## config.mk

```make
export PLATFORM = sky130hd
export DESIGN_NAME = seven_bit_packet_decoder
export DESIGN_NICKNAME = d
export VERILOG_FILES = /design/src/rtl/sbpd_pkg.sv /design/src/rtl/sbpd_cell.sv /design/src/rtl/sbpd_scale.sv /design/src/rtl/seven_bit_packet_decoder.sv
export SDC_FILE = /design/constraint.sdc
export NUM_CORES = 1
export LEC_CHECK = 0
export ABC_AREA = 1
export BUFFER_PORTS_ARGS = -buffer_cell sky130_fd_sc_hd__clkbuf_2
export CELL_PAD_IN_SITES_DETAIL_PLACEMENT = 1
export CELL_PAD_IN_SITES_GLOBAL_PLACEMENT = 1
export CORE_MARGIN = 5
export CORE_UTILIZATION = 25
export CTS_CLUSTER_DIAMETER = 80
export DETAILED_ROUTE_END_ITERATION = 10
export GPL_TIMING_DRIVEN = 1
export PLACE_DENSITY_LB_ADDON = 0.1
export RECOVER_POWER = 25
export SYNTH_ARGS = -nofsm -noshare
export SYNTH_HDL_FRONTEND = slang
export SYNTH_HIERARCHICAL = 1
export SYNTH_SLANG_ARGS = --single-unit
export TNS_END_PERCENT = 5
```

## constraint.sdc

```tcl
create_clock -name aclk -period 6.3 [get_ports aclk]
set_input_delay 0.315 -clock aclk [delete_from_list [all_inputs] [get_ports aclk]]
set_output_delay 0.315 -clock aclk [all_outputs]
set_load 0.1 [all_outputs]
```

## src/rtl/sbpd_pkg.sv

```systemverilog
// Package for the seven-bit packet decoder: field widths, protocol codes,
// scaling constants and the sample type passed from the cell row to the scaler.
// No dependencies.
package sbpd_pkg;

    // Byte and packet layout.
    localparam int BYTE_W  = 8;
    localparam int DATA_W  = 7;
    localparam int PKT_LEN = 7;
    localparam int PKT_W   = DATA_W * PKT_LEN;
    localparam int CNT_W   = 3;

    // Received byte codes.
    localparam logic [BYTE_W-1:0] CMD_DECODE = 8'h84;
    localparam int                CMD_BIT    = 7;

    // Positions of the decoded fields in the 49-bit packet string.
    localparam int WORD_W   = 16;
    localparam int WORD_LSB = 24;
    localparam int GAS_W    = 8;
    localparam int GAS_LSB  = 16;
    localparam int BATT_W   = 8;
    localparam int BATT_LSB = 0;

    // Result widths and bounds.
    localparam int RPM_W = 12;
    localparam int BAT_W = 11;
    localparam logic [RPM_W-1:0] RPM_MAX = 12'd3352;
    localparam logic [BAT_W-1:0] BAT_MAX = 11'd1304;

    // Scale factors. Division uses a truncated reciprocal plus one correction step.
    localparam int RPM_MUL     = 100;
    localparam int RPM_DIV     = 1955;
    localparam int BAT_MUL     = 5115;
    localparam int BAT_DIV     = 1000;
    localparam int RECIP_SHIFT = 32;
    localparam int PROD_RPM_W  = 23;
    localparam int PROD_BAT_W  = 21;
    localparam int RPM_RECIP_W = 22;
    localparam int BAT_RECIP_W = 23;
    localparam logic [RPM_RECIP_W-1:0] RPM_RECIP =
        RPM_RECIP_W'((64'd1 << RECIP_SHIFT) / 64'(RPM_DIV));
    localparam logic [BAT_RECIP_W-1:0] BAT_RECIP =
        BAT_RECIP_W'((64'd1 << RECIP_SHIFT) / 64'(BAT_DIV));

    // Raw fields of one completed packet.
    typedef struct packed {
        logic [WORD_W-1:0] word;
        logic [GAS_W-1:0]  gas;
        logic [BATT_W-1:0] batt;
    } sbpd_sample_t;

endpackage

```

## src/rtl/sbpd_cell.sv

```systemverilog
// One storage cell of the data byte chain: holds a 7-bit data byte and passes
// it on to its neighbor whenever the chain shifts. Depends on sbpd_pkg.
module sbpd_cell (
    input  logic                       aclk,
    input  logic                       shift_en,
    input  logic [sbpd_pkg::DATA_W-1:0] d_in,
    output logic [sbpd_pkg::DATA_W-1:0] q
);
    import sbpd_pkg::*;

    logic [DATA_W-1:0] data_reg;
    logic [DATA_W-1:0] data_next;

    // Take the neighbor's byte on a shift, otherwise hold.
    always_comb begin
        data_next = shift_en ? d_in : data_reg;
    end

    always_ff @(posedge aclk) begin
        data_reg <= data_next;
    end

    assign q = data_reg;

endmodule

```

## src/rtl/sbpd_scale.sv

```systemverilog
// Three-stage scaling pipeline: multiplies the speed word and battery byte by
// their factors, divides by reciprocal multiplication and corrects the quotient.
// Depends on sbpd_pkg.
module sbpd_scale (
    input  logic                          aclk,
    input  logic                          aresetn,
    input  logic                          in_valid,
    output logic                          in_ready,
    input  sbpd_pkg::sbpd_sample_t        in_sample,
    output logic                          m_valid,
    input  logic                          m_ready,
    output logic [sbpd_pkg::RPM_W-1:0]    m_rpm_code,
    output logic [sbpd_pkg::GAS_W-1:0]    m_gas_temp,
    output logic [sbpd_pkg::BAT_W-1:0]    m_battery_code
);
    import sbpd_pkg::*;

    localparam int FULL_RPM_W = PROD_RPM_W + RPM_RECIP_W;
    localparam int FULL_BAT_W = PROD_BAT_W + BAT_RECIP_W;

    logic en1, en2, en3;
    logic v1_reg, v2_reg, v3_reg;

    logic [PROD_RPM_W-1:0] prod_rpm_reg, prod_rpm_next, prod_rpm2_reg;
    logic [PROD_BAT_W-1:0] prod_bat_reg, prod_bat_next, prod_bat2_reg;
    logic [GAS_W-1:0]      gas1_reg, gas2_reg, gas3_reg;
    logic [RPM_W-1:0]      est_rpm_reg, est_rpm_next, rpm_reg, rpm_next;
    logic [BAT_W-1:0]      est_bat_reg, est_bat_next, bat_reg, bat_next;
    logic [FULL_RPM_W-1:0] full_rpm;
    logic [FULL_BAT_W-1:0] full_bat;
    logic [PROD_RPM_W-1:0] back_rpm, rem_rpm;
    logic [PROD_BAT_W-1:0] back_bat, rem_bat;

    // A stage loads when it is empty or its contents move on.
    assign en3      = !v3_reg || m_ready;
    assign en2      = !v2_reg || en3;
    assign en1      = !v1_reg || en2;
    assign in_ready = en1;

    // Stage 1: scale factor products.
    always_comb begin
        prod_rpm_next = PROD_RPM_W'(in_sample.word) * PROD_RPM_W'(RPM_MUL);
        prod_bat_next = PROD_BAT_W'(in_sample.batt) * PROD_BAT_W'(BAT_MUL);
    end

    // Stage 2: quotient estimate, at most one below the true quotient.
    always_comb begin
        full_rpm     = FULL_RPM_W'(prod_rpm_reg) * FULL_RPM_W'(RPM_RECIP);
        full_bat     = FULL_BAT_W'(prod_bat_reg) * FULL_BAT_W'(BAT_RECIP);
        est_rpm_next = full_rpm[RECIP_SHIFT +: RPM_W];
        est_bat_next = full_bat[RECIP_SHIFT +: BAT_W];
    end

    // Stage 3: remainder check bumps the estimate when it fell one short.
    always_comb begin
        back_rpm = PROD_RPM_W'(est_rpm_reg) * PROD_RPM_W'(RPM_DIV);
        back_bat = PROD_BAT_W'(est_bat_reg) * PROD_BAT_W'(BAT_DIV);
        rem_rpm  = prod_rpm2_reg - back_rpm;
        rem_bat  = prod_bat2_reg - back_bat;
        rpm_next = (rem_rpm >= PROD_RPM_W'(RPM_DIV)) ? est_rpm_reg + 1'b1 : est_rpm_reg;
        bat_next = (rem_bat >= PROD_BAT_W'(BAT_DIV)) ? est_bat_reg + 1'b1 : est_bat_reg;
    end

    // Stage valid flags.
    always_ff @(posedge aclk) begin
        if (!aresetn) begin
            v1_reg <= 1'b0;
            v2_reg <= 1'b0;
            v3_reg <= 1'b0;
        end else begin
            if (en1) begin
                v1_reg <= in_valid;
            end
            if (en2) begin
                v2_reg <= v1_reg;
            end
            if (en3) begin
                v3_reg <= v2_reg;
            end
        end
    end

    // Stage payloads.
    always_ff @(posedge aclk) begin
        if (en1 && in_valid) begin
            prod_rpm_reg <= prod_rpm_next;
            prod_bat_reg <= prod_bat_next;
            gas1_reg     <= in_sample.gas;
        end
        if (en2 && v1_reg) begin
            est_rpm_reg   <= est_rpm_next;
            est_bat_reg   <= est_bat_next;
            prod_rpm2_reg <= prod_rpm_reg;
            prod_bat2_reg <= prod_bat_reg;
            gas2_reg      <= gas1_reg;
        end
        if (en3 && v2_reg) begin
            rpm_reg  <= rpm_next;
            bat_reg  <= bat_next;
            gas3_reg <= gas2_reg;
        end
    end

    assign m_valid        = v3_reg;
    assign m_rpm_code     = rpm_reg;
    assign m_gas_temp     = gas3_reg;
    assign m_battery_code = bat_reg;

    // The corrected quotients stay within their ranges.
    a_rpm_range: assert property (@(posedge aclk) disable iff (!aresetn)
        m_valid |-> m_rpm_code <= RPM_MAX)
        else $error("speed result out of range");

    a_bat_range: assert property (@(posedge aclk) disable iff (!aresetn)
        m_valid |-> m_battery_code <= BAT_MAX)
        else $error("battery result out of range");

    // Input back-pressure only when every stage holds a result.
    a_full_stall: assert property (@(posedge aclk) disable iff (!aresetn)
        !in_ready |-> v1_reg && v2_reg && v3_reg && !m_ready)
        else $error("pipeline stalled while not full");

endmodule

```

## src/rtl/seven_bit_packet_decoder.sv

```systemverilog
// Top level of the seven-bit packet decoder: command tracking, a row of data
// byte cells and the scaling pipeline. Depends on sbpd_pkg, sbpd_cell, sbpd_scale.
//
//  Channel   Ports                                       Direction
//  input     s_valid, s_ready, s_rx_byte                 in (one received byte)
//  result    m_valid, m_ready, m_rpm_code, m_gas_temp,   out (one decoded packet)
//            m_battery_code
//
// One byte is taken per cycle while s_ready is high. A result passes through the
// three-stage scaling pipeline (multiply, reciprocal multiply, remainder correction)
// after the transfer of the seventh data byte of a command 0x84 packet.
// Reset is synchronous and active low; it clears the active command, the data
// count and the pipeline valid flags. s_ready drops only when all three
// pipeline stages hold results and the result channel is stalled.
module seven_bit_packet_decoder (
    input  logic                          aclk,
    input  logic                          aresetn,
    input  logic                          s_valid,
    output logic                          s_ready,
    input  logic [sbpd_pkg::BYTE_W-1:0]   s_rx_byte,
    output logic                          m_valid,
    input  logic                          m_ready,
    output logic [sbpd_pkg::RPM_W-1:0]    m_rpm_code,
    output logic [sbpd_pkg::GAS_W-1:0]    m_gas_temp,
    output logic [sbpd_pkg::BAT_W-1:0]    m_battery_code
);
    import sbpd_pkg::*;

    // The last byte of a packet is decoded straight from the input, so the
    // row holds one cell fewer than the packet length.
    localparam int NCELLS = PKT_LEN - 1;

    logic                 accept;
    logic                 is_cmd;
    logic                 cmd_active;
    logic                 shift_en;
    logic                 pkt_close;
    logic                 launch;
    logic [BYTE_W-1:0]    active_command_reg, active_command_next;
    logic [CNT_W-1:0]     data_count_reg, data_count_next;
    logic [DATA_W-1:0]    cell_q [NCELLS];
    logic [PKT_W-1:0]     pkt_bits;
    sbpd_sample_t         sample;
    logic                 scale_ready;

    assign accept     = s_valid && s_ready;
    assign is_cmd     = s_rx_byte[CMD_BIT];
    assign cmd_active = active_command_reg[CMD_BIT];
    assign shift_en   = accept && !is_cmd && cmd_active;
    assign pkt_close  = shift_en && (data_count_reg == CNT_W'(PKT_LEN - 1));
    assign launch     = pkt_close && (active_command_reg == CMD_DECODE);
    assign s_ready    = scale_ready;

    // Command and data count update.
    always_comb begin
        active_command_next = active_command_reg;
        data_count_next     = data_count_reg;
        if (accept && is_cmd) begin
            active_command_next = s_rx_byte;
            data_count_next     = '0;
        end else if (pkt_close) begin
            data_count_next = '0;
        end else if (shift_en) begin
            data_count_next = data_count_reg + 1'b1;
        end
    end

    always_ff @(posedge aclk) begin
        if (!aresetn) begin
            active_command_reg <= '0;
            data_count_reg     <= '0;
        end else begin
            active_command_reg <= active_command_next;
            data_count_reg     <= data_count_next;
        end
    end

    // Row of data cells; new bytes enter cell 0 and move toward the far end.
    for (genvar i = 0; i < NCELLS; i++) begin : g_cell
        if (i == 0) begin : g_head
            sbpd_cell u_cell (
                .aclk     (aclk),
                .shift_en (shift_en),
                .d_in     (s_rx_byte[DATA_W-1:0]),
                .q        (cell_q[i])
            );
        end else begin : g_body
            sbpd_cell u_cell (
                .aclk     (aclk),
                .shift_en (shift_en),
                .d_in     (cell_q[i-1]),
                .q        (cell_q[i])
            );
        end
    end

    // Packet string, first byte most significant; the oldest byte sits in the
    // last cell and the closing byte comes from the input.
    always_comb begin
        pkt_bits[DATA_W-1:0] = s_rx_byte[DATA_W-1:0];
        for (int k = 0; k < NCELLS; k++) begin
            pkt_bits[DATA_W*(k+1) +: DATA_W] = cell_q[k];
        end
    end

    always_comb begin
        sample.word = pkt_bits[WORD_LSB +: WORD_W];
        sample.gas  = pkt_bits[GAS_LSB +: GAS_W];
        sample.batt = pkt_bits[BATT_LSB +: BATT_W];
    end

    sbpd_scale u_scale (
        .aclk           (aclk),
        .aresetn        (aresetn),
        .in_valid       (launch),
        .in_ready       (scale_ready),
        .in_sample      (sample),
        .m_valid        (m_valid),
        .m_ready        (m_ready),
        .m_rpm_code     (m_rpm_code),
        .m_gas_temp     (m_gas_temp),
        .m_battery_code (m_battery_code)
    );

    // The data count never passes the last slot of a packet.
    a_count_range: assert property (@(posedge aclk) disable iff (!aresetn)
        data_count_reg <= CNT_W'(PKT_LEN - 1))
        else $error("data count overran the packet");

    // A command transfer always restarts the packet.
    a_cmd_restart: assert property (@(posedge aclk) disable iff (!aresetn)
        accept && is_cmd |=> data_count_reg == '0 && active_command_reg == $past(s_rx_byte))
        else $error("command did not restart the packet");

    // Data with no active command leaves the count alone.
    a_drop_idle: assert property (@(posedge aclk) disable iff (!aresetn)
        accept && !is_cmd && !cmd_active |=> $stable(data_count_reg))
        else $error("data byte counted with no active command");

endmodule

```

**Yosys cells after proc, flatten, opt, wreduce, memory -nomap -nowiden**

Index checks and enable logic that the tools add are counted.

- Input port bits: 12
- Output and inout port bits: 33
- Flip-flop bits (word level): 201

- Add/subtract/negate cells: 5
- Multipliers: 6
- Magnitude comparators: 2
- Mux-type cells: 2
- Equal/unequal tests: 2
- Bitwise gates (word level): 1
- Reduce and logical (&&, ||, !) cells: 17

Operators by type and width:

| kind | number |
|---|---|
| $mul 21x23->43 const B | 1 |
| $mul 21x21->41 const B | 1 |
| $ge 23x11->1 const B | 1 |
| $mul 12x11->23 const B | 1 |
| $sub 23x23->23 | 1 |
| $ge 21x10->1 const B | 1 |
| $mul 16x5->21 const B | 1 |
| $mul 8x13->21 const B | 1 |
| $sub 21x21->21 | 1 |
| $mul 11x7->18 const B | 1 |
| $add 12x1->12 const B | 1 |
| $mux 12 | 1 |
| $add 11x1->11 const B | 1 |
| $mux 11 | 1 |
| $logic_and 1x1->1 | 9 |
| $eq 8x8->1 const B | 1 |
| $logic_not 1->1 | 4 |
| $add 3x1->3 const B | 1 |
| $eq 3x3->1 const B | 1 |
| $logic_or 1x1->1 | 3 |
| $reduce_or 3->1 | 1 |
| $not 1->1 | 1 |

**Depth between registers and ports, before layout**

- Word-level depth: 10
- Mapped depth: 35

**Modules after synthesis**

Netlist, hierarchy kept.

By module, submodules not included:

| module | instances | cells an instance | area an instance (um^2) |
|---|---|---|---|
| sbpd_scale | 1 | 3,448 | 30,281.5 |
| sbpd_cell | 5 | 7 | 210.2 |
| seven_bit_packet_decoder | 1 | 74 | 534.3 |

**Worst setup path after synthesis**

OpenSTA, ideal clock, no wires.

- Kind: register to register
- From: register u_scale.est_bat_reg[5]
- To: register u_scale.bat_reg[3], in the netlist u_scale/m_battery_code[3], data pin
- Data required time: 6,051 ps
- Clock period less this slack: 5,672 ps
- Path buffers: 1
- Path slack: 628 ps
- Cell stages (with the launch flop): 36
- Data arrival time: 5,423 ps
- Path through: edfxtp_1 inv_1 fa_1 fa_1 inv_1 fa_1 inv_1 fa_1 inv_1 ha_1 nand2_1 nor3_1 nand2_1 o211ai_1 nand2_1 nand2_1 nand2_1 nand2_1 a21boi_0 o21ai_0 xnor2_1 ha_1 nand2_1 nor4_1 nand2_1 nand2_1 inv_1 nand2_1 nand2_1 nor2_1 nand3_1 buf_2 nand2_1 nand2_1 nand2_1 inv_1

- Word-level cells in the longest chain between the ends: 4

Ends and longest elaborated chain:

| item | line | text |
|---|---|---|
| start: declaration | sbpd_scale.sv:28 | `logic [BAT_W-1:0] est_bat_reg, est_bat_next, bat_reg, bat_next;` |
| start signal: assignment | sbpd_scale.sv:92 | `est_bat_reg <= est_bat_next;` |
| $mul 11x7->18 | sbpd_scale.sv:57 | `back_bat = PROD_BAT_W'(est_bat_reg) * PROD_BAT_W'(BAT_DIV);` |
| $sub 21x21->21 | sbpd_scale.sv:59 | `rem_bat = prod_bat2_reg - back_bat;` |
| $ge 21x10->1 | sbpd_scale.sv:61 | `bat_next = (rem_bat >= PROD_BAT_W'(BAT_DIV)) ? est_bat_reg + 1'b1 : est_bat_reg;` |
| $mux 11 | sbpd_scale.sv:61 |  |
| net u_scale.bat_next[3] | sbpd_scale.sv:28 |  |
| end signal: assignment | sbpd_scale.sv:99 | `bat_reg <= bat_next;` |
| end: declaration | sbpd_scale.sv:28 |  |

The timed path passes the listed nets, and every way through them passes these cells.
A chain may end at the register's enable or synchronous reset.

**Worst setup path after layout**

- From: register u_scale.prod_bat_reg[20]
- To: register u_scale.est_bat_reg[5], data pin

- Word-level cells in the longest chain between the ends: 1

Ends and longest elaborated chain:

| item | line | text |
|---|---|---|
| start: declaration | sbpd_scale.sv:25 | `logic [PROD_BAT_W-1:0] prod_bat_reg, prod_bat_next, prod_bat2_reg;` |
| start signal: assignment | sbpd_scale.sv:87 | `prod_bat_reg <= prod_bat_next;` |
| $mul 21x23->43 | sbpd_scale.sv:49 | `full_bat = FULL_BAT_W'(prod_bat_reg) * FULL_BAT_W'(BAT_RECIP);` |
| net u_scale.full_bat[37] | sbpd_scale.sv:30 | `logic [FULL_BAT_W-1:0] full_bat;` |

The timed path passes the listed nets, and every way through them passes these cells.

==> flow_summary.ini <==
[power_and_ir_drop]
switching_share_pct = 33.5
p_switching_uw = 1210
power_density_nw_per_um2 = 102
combinationalPowerShare_pct = 24.2
seqPwrFrac_pct = 41.5
p_leak_uw = 0.0182
clkPwrFrac_pct = 34.3
ir_drop_mv = 0.234
total_power_uw = 3600
intPower_uw = 2400

[setup_path]
rr_worst_depth = 19
critPathMaxStageDelay_ps = 530
reg2reg_slack_ps = 280
slowest_stage = fa_1
endpoint_kind = register
path_cells = clkbuf_1 > ha_1 > inv_1 > fa_1 > fa_1 > fa_1 > fa_1 > inv_1 > fa_1 > ha_1 > ha_1 > nand2_1 > nor2_1 > nand2_1 > o211ai_1 > a21oi_1 > nand2_1 > a21oi_1 > xnor2_1
worstPathMaxFanout = 5
crit_arrival_ps = 6270
rr_startpoint = u_scale/prod_bat_reg[20]
critPathKind = reg2reg
timing.rr.end = u_scale/est_bat_reg[5]
required_ps = 6560
critPathLaunchType = register
cpMostUsedCell = fa_1

[floorplan]
chipHeight_um = 367
core_sq_um = 126000
num_io_pins = 45
fp.dieW_um = 367
die_area_sq_um = 134000
initial_core_util_pct = 25.2
rows = 130

[clocking]
cts_buffer_depth = 2
cts_tree = built
numCtsBuffers = 17
clock_sinks = 198
cts-root-buf = clkbuf_16
clk_pin_slew_ps = 80
htreeDepth = 4
clock_latency_ps = 530

[global_routing]
grt_pass1_vias = 25300
grt_pass1_wl_mm = 151
grt_max_degree = 53
gr-total-overflow = 0
grtUsageTotal_pct = 14.7
antenna_found_initial = 1

[drt]
via_count = 22700
routedWlPerCell_um = 17.9
drt.antenna.violating_nets = 0
drtIter0Drc = 732
first_pass_iters = 4
drc = 0
vias_per_cell = 4.23
finalWirelength_mm = 95.9

[placed_design]
post_dp_cell_area_sq_um = 34700
place_congestion = 0.778
io_buffers = 44
place_hpwl_mm = 85.7

[finish]
nNetsFinal = 4748
area_delta_synth_final_pct = 11.1
antenna_cells_inserted = 0
final_layout_size_suffix_gt1_share_pct = 5.06
fillerInstances = 14700
final_cell_area_sq_um = 35300
largest_reg_flops = 26

[worst_hold_path]
hold_start = m_ready
holdPathStages = 4
hold_path_class = in2reg
min_to = u_scale/m_valid

[timing]
rsz0062_at_grt = true
fmax_mhz = 166
worst_pin_slew_ps = 844
drv_slew = 0
hold_violations = 0
min_period_ps = 6020
fin_crit_sh_pct = 95.5
final.setup.tns_ps = 0
setup-violations-final = 0
hold_slack_ps = 109
slew_headroom_pct = 43.7
finClkSkew_ps = 20.6

[yosys]
yosysWarningCount = 6
syn-cell-area_sq_um = 31800
synth_nets = 4603
postSynthAreaPerCell_sq_um = 8.95
synth_cells = 3555

[outcome]
status = finished, final reports clean

[job]
drv_cap = 0
-- power by group through the flow --
| stage | logic (uW) | clock network, uW | registers (uW) |
|---|---|---|---|
| 5_1_grt | 1030 | 1360 | 1500 |
| 2_1_floorplan | 682 | 0 | 1520 |
| 6_report | 873 | 1240 | 1490 |
| 3_5_place_dp | 889 | 0 | 1530 |
| 4_1_cts | 896 | 1310 | 1490 |
| 3_3_place_gp | 887 | 0 | 1530 |
-- per-layer routing --
| layer | part of all wire (%) | global-route usage (%) |
|---|---|---|
| met5 | 0 | 0 |
| met4 | 1.1 | 2.48 |
| met3 | 1.8 | 1.78 |
| met2 | 46 | 24.3 |
| met1 | 51 | 20.9 |
-- area by class of cell --
cell class | instances | area (sq um) | share of cell area [%]
clock inverter | 15 | 206 | 0.584
clock buffer | 17 | 425 | 1.20
sequential | 198 | 5810 | 16.4
inverter | 999 | 3750 | 10.6
tap | 1650 | 2060 | 5.84
timing repair buffer | 132 | 777 | 2.20
multi-input combinational | 2352 | 22300 | 63.1
-- worst max-delay path, delay by kind of cell (launching register included) --
family / cells / cell delay, ps
adder cells (fa/ha/maj): 8 / 3410
AND/OR/NAND/NOR: 4 / 590
AO/OA/AOI/OAI: 3 / 330
buffers and inverters: 3 / 530
XOR/XNOR: 1 / 410
flip-flops: 1 / 480
-- worst max-delay path by stage --
stage                                   startpoint                   endpoint  slack [ps]  cells past startpoint
after global placement      u_scale/est_bat_reg[3]  u_scale/m_battery_code[4]         210                     35
after detailed placement    u_scale/est_bat_reg[3]  u_scale/m_battery_code[2]          90                     35
after CTS                   u_scale/est_bat_reg[3]  u_scale/m_battery_code[3]          80                     35
after floorplan             u_scale/est_bat_reg[5]  u_scale/m_battery_code[3]         630                     35
final                     u_scale/prod_bat_reg[20]     u_scale/est_bat_reg[5]         280                     19
after global routing        u_scale/est_bat_reg[2]  u_scale/m_battery_code[3]         -70                     35
-- through the flow --
| step | setup slack (ps) | std cells | utilization [%] |
|---|---|---|---|
| 2_1_floorplan | 628 | 3555 | - |
| 3_3_place_gp | 211 | 5325 | 27.5 |
| 3_5_place_dp | 85.6 | 5325 | 27.5 |
| 4_1_cts | 85.0 | 5358 | 28.0 |
| 5_1_grt | -74.7 | 5363 | 28.0 |
| 6_report | 285 | 5363 | 28.0 |
-- cells in the final DEF, fill, tap and decap left out, types with 8 or more instances in the layout --
cell type and count:
nor2_2 10, fa_1 380, nand3b_1 10, xnor2_1 26, edfxtp_1 184, a21oi_1 166
xor2_1 63, clkbuf_1 37, clkbuf_2 36, nor3_1 18, nor2_1 174, o21a_1 8
ha_1 654, o21bai_1 10, inv_2 17, nand2_1 518, nand2_2 10, nor4_1 11
o21ai_0 84, dfxtp_1 14, inv_1 981, a21o_1 9, clkbuf_16 17, nand3_1 98
nand4_1 40, buf_4 57, a31oi_1 14
-- what timing repair did --
item                                    4_1_cts  5_1_grt
buffers inserted                              0        5
hold endpoints to repair                      1        0
resized for setup                             0       20
hold buffers                                  1        0
endpoints found under the setup margin        0       21
Note: power is estimated with default switching activity, not from simulation.
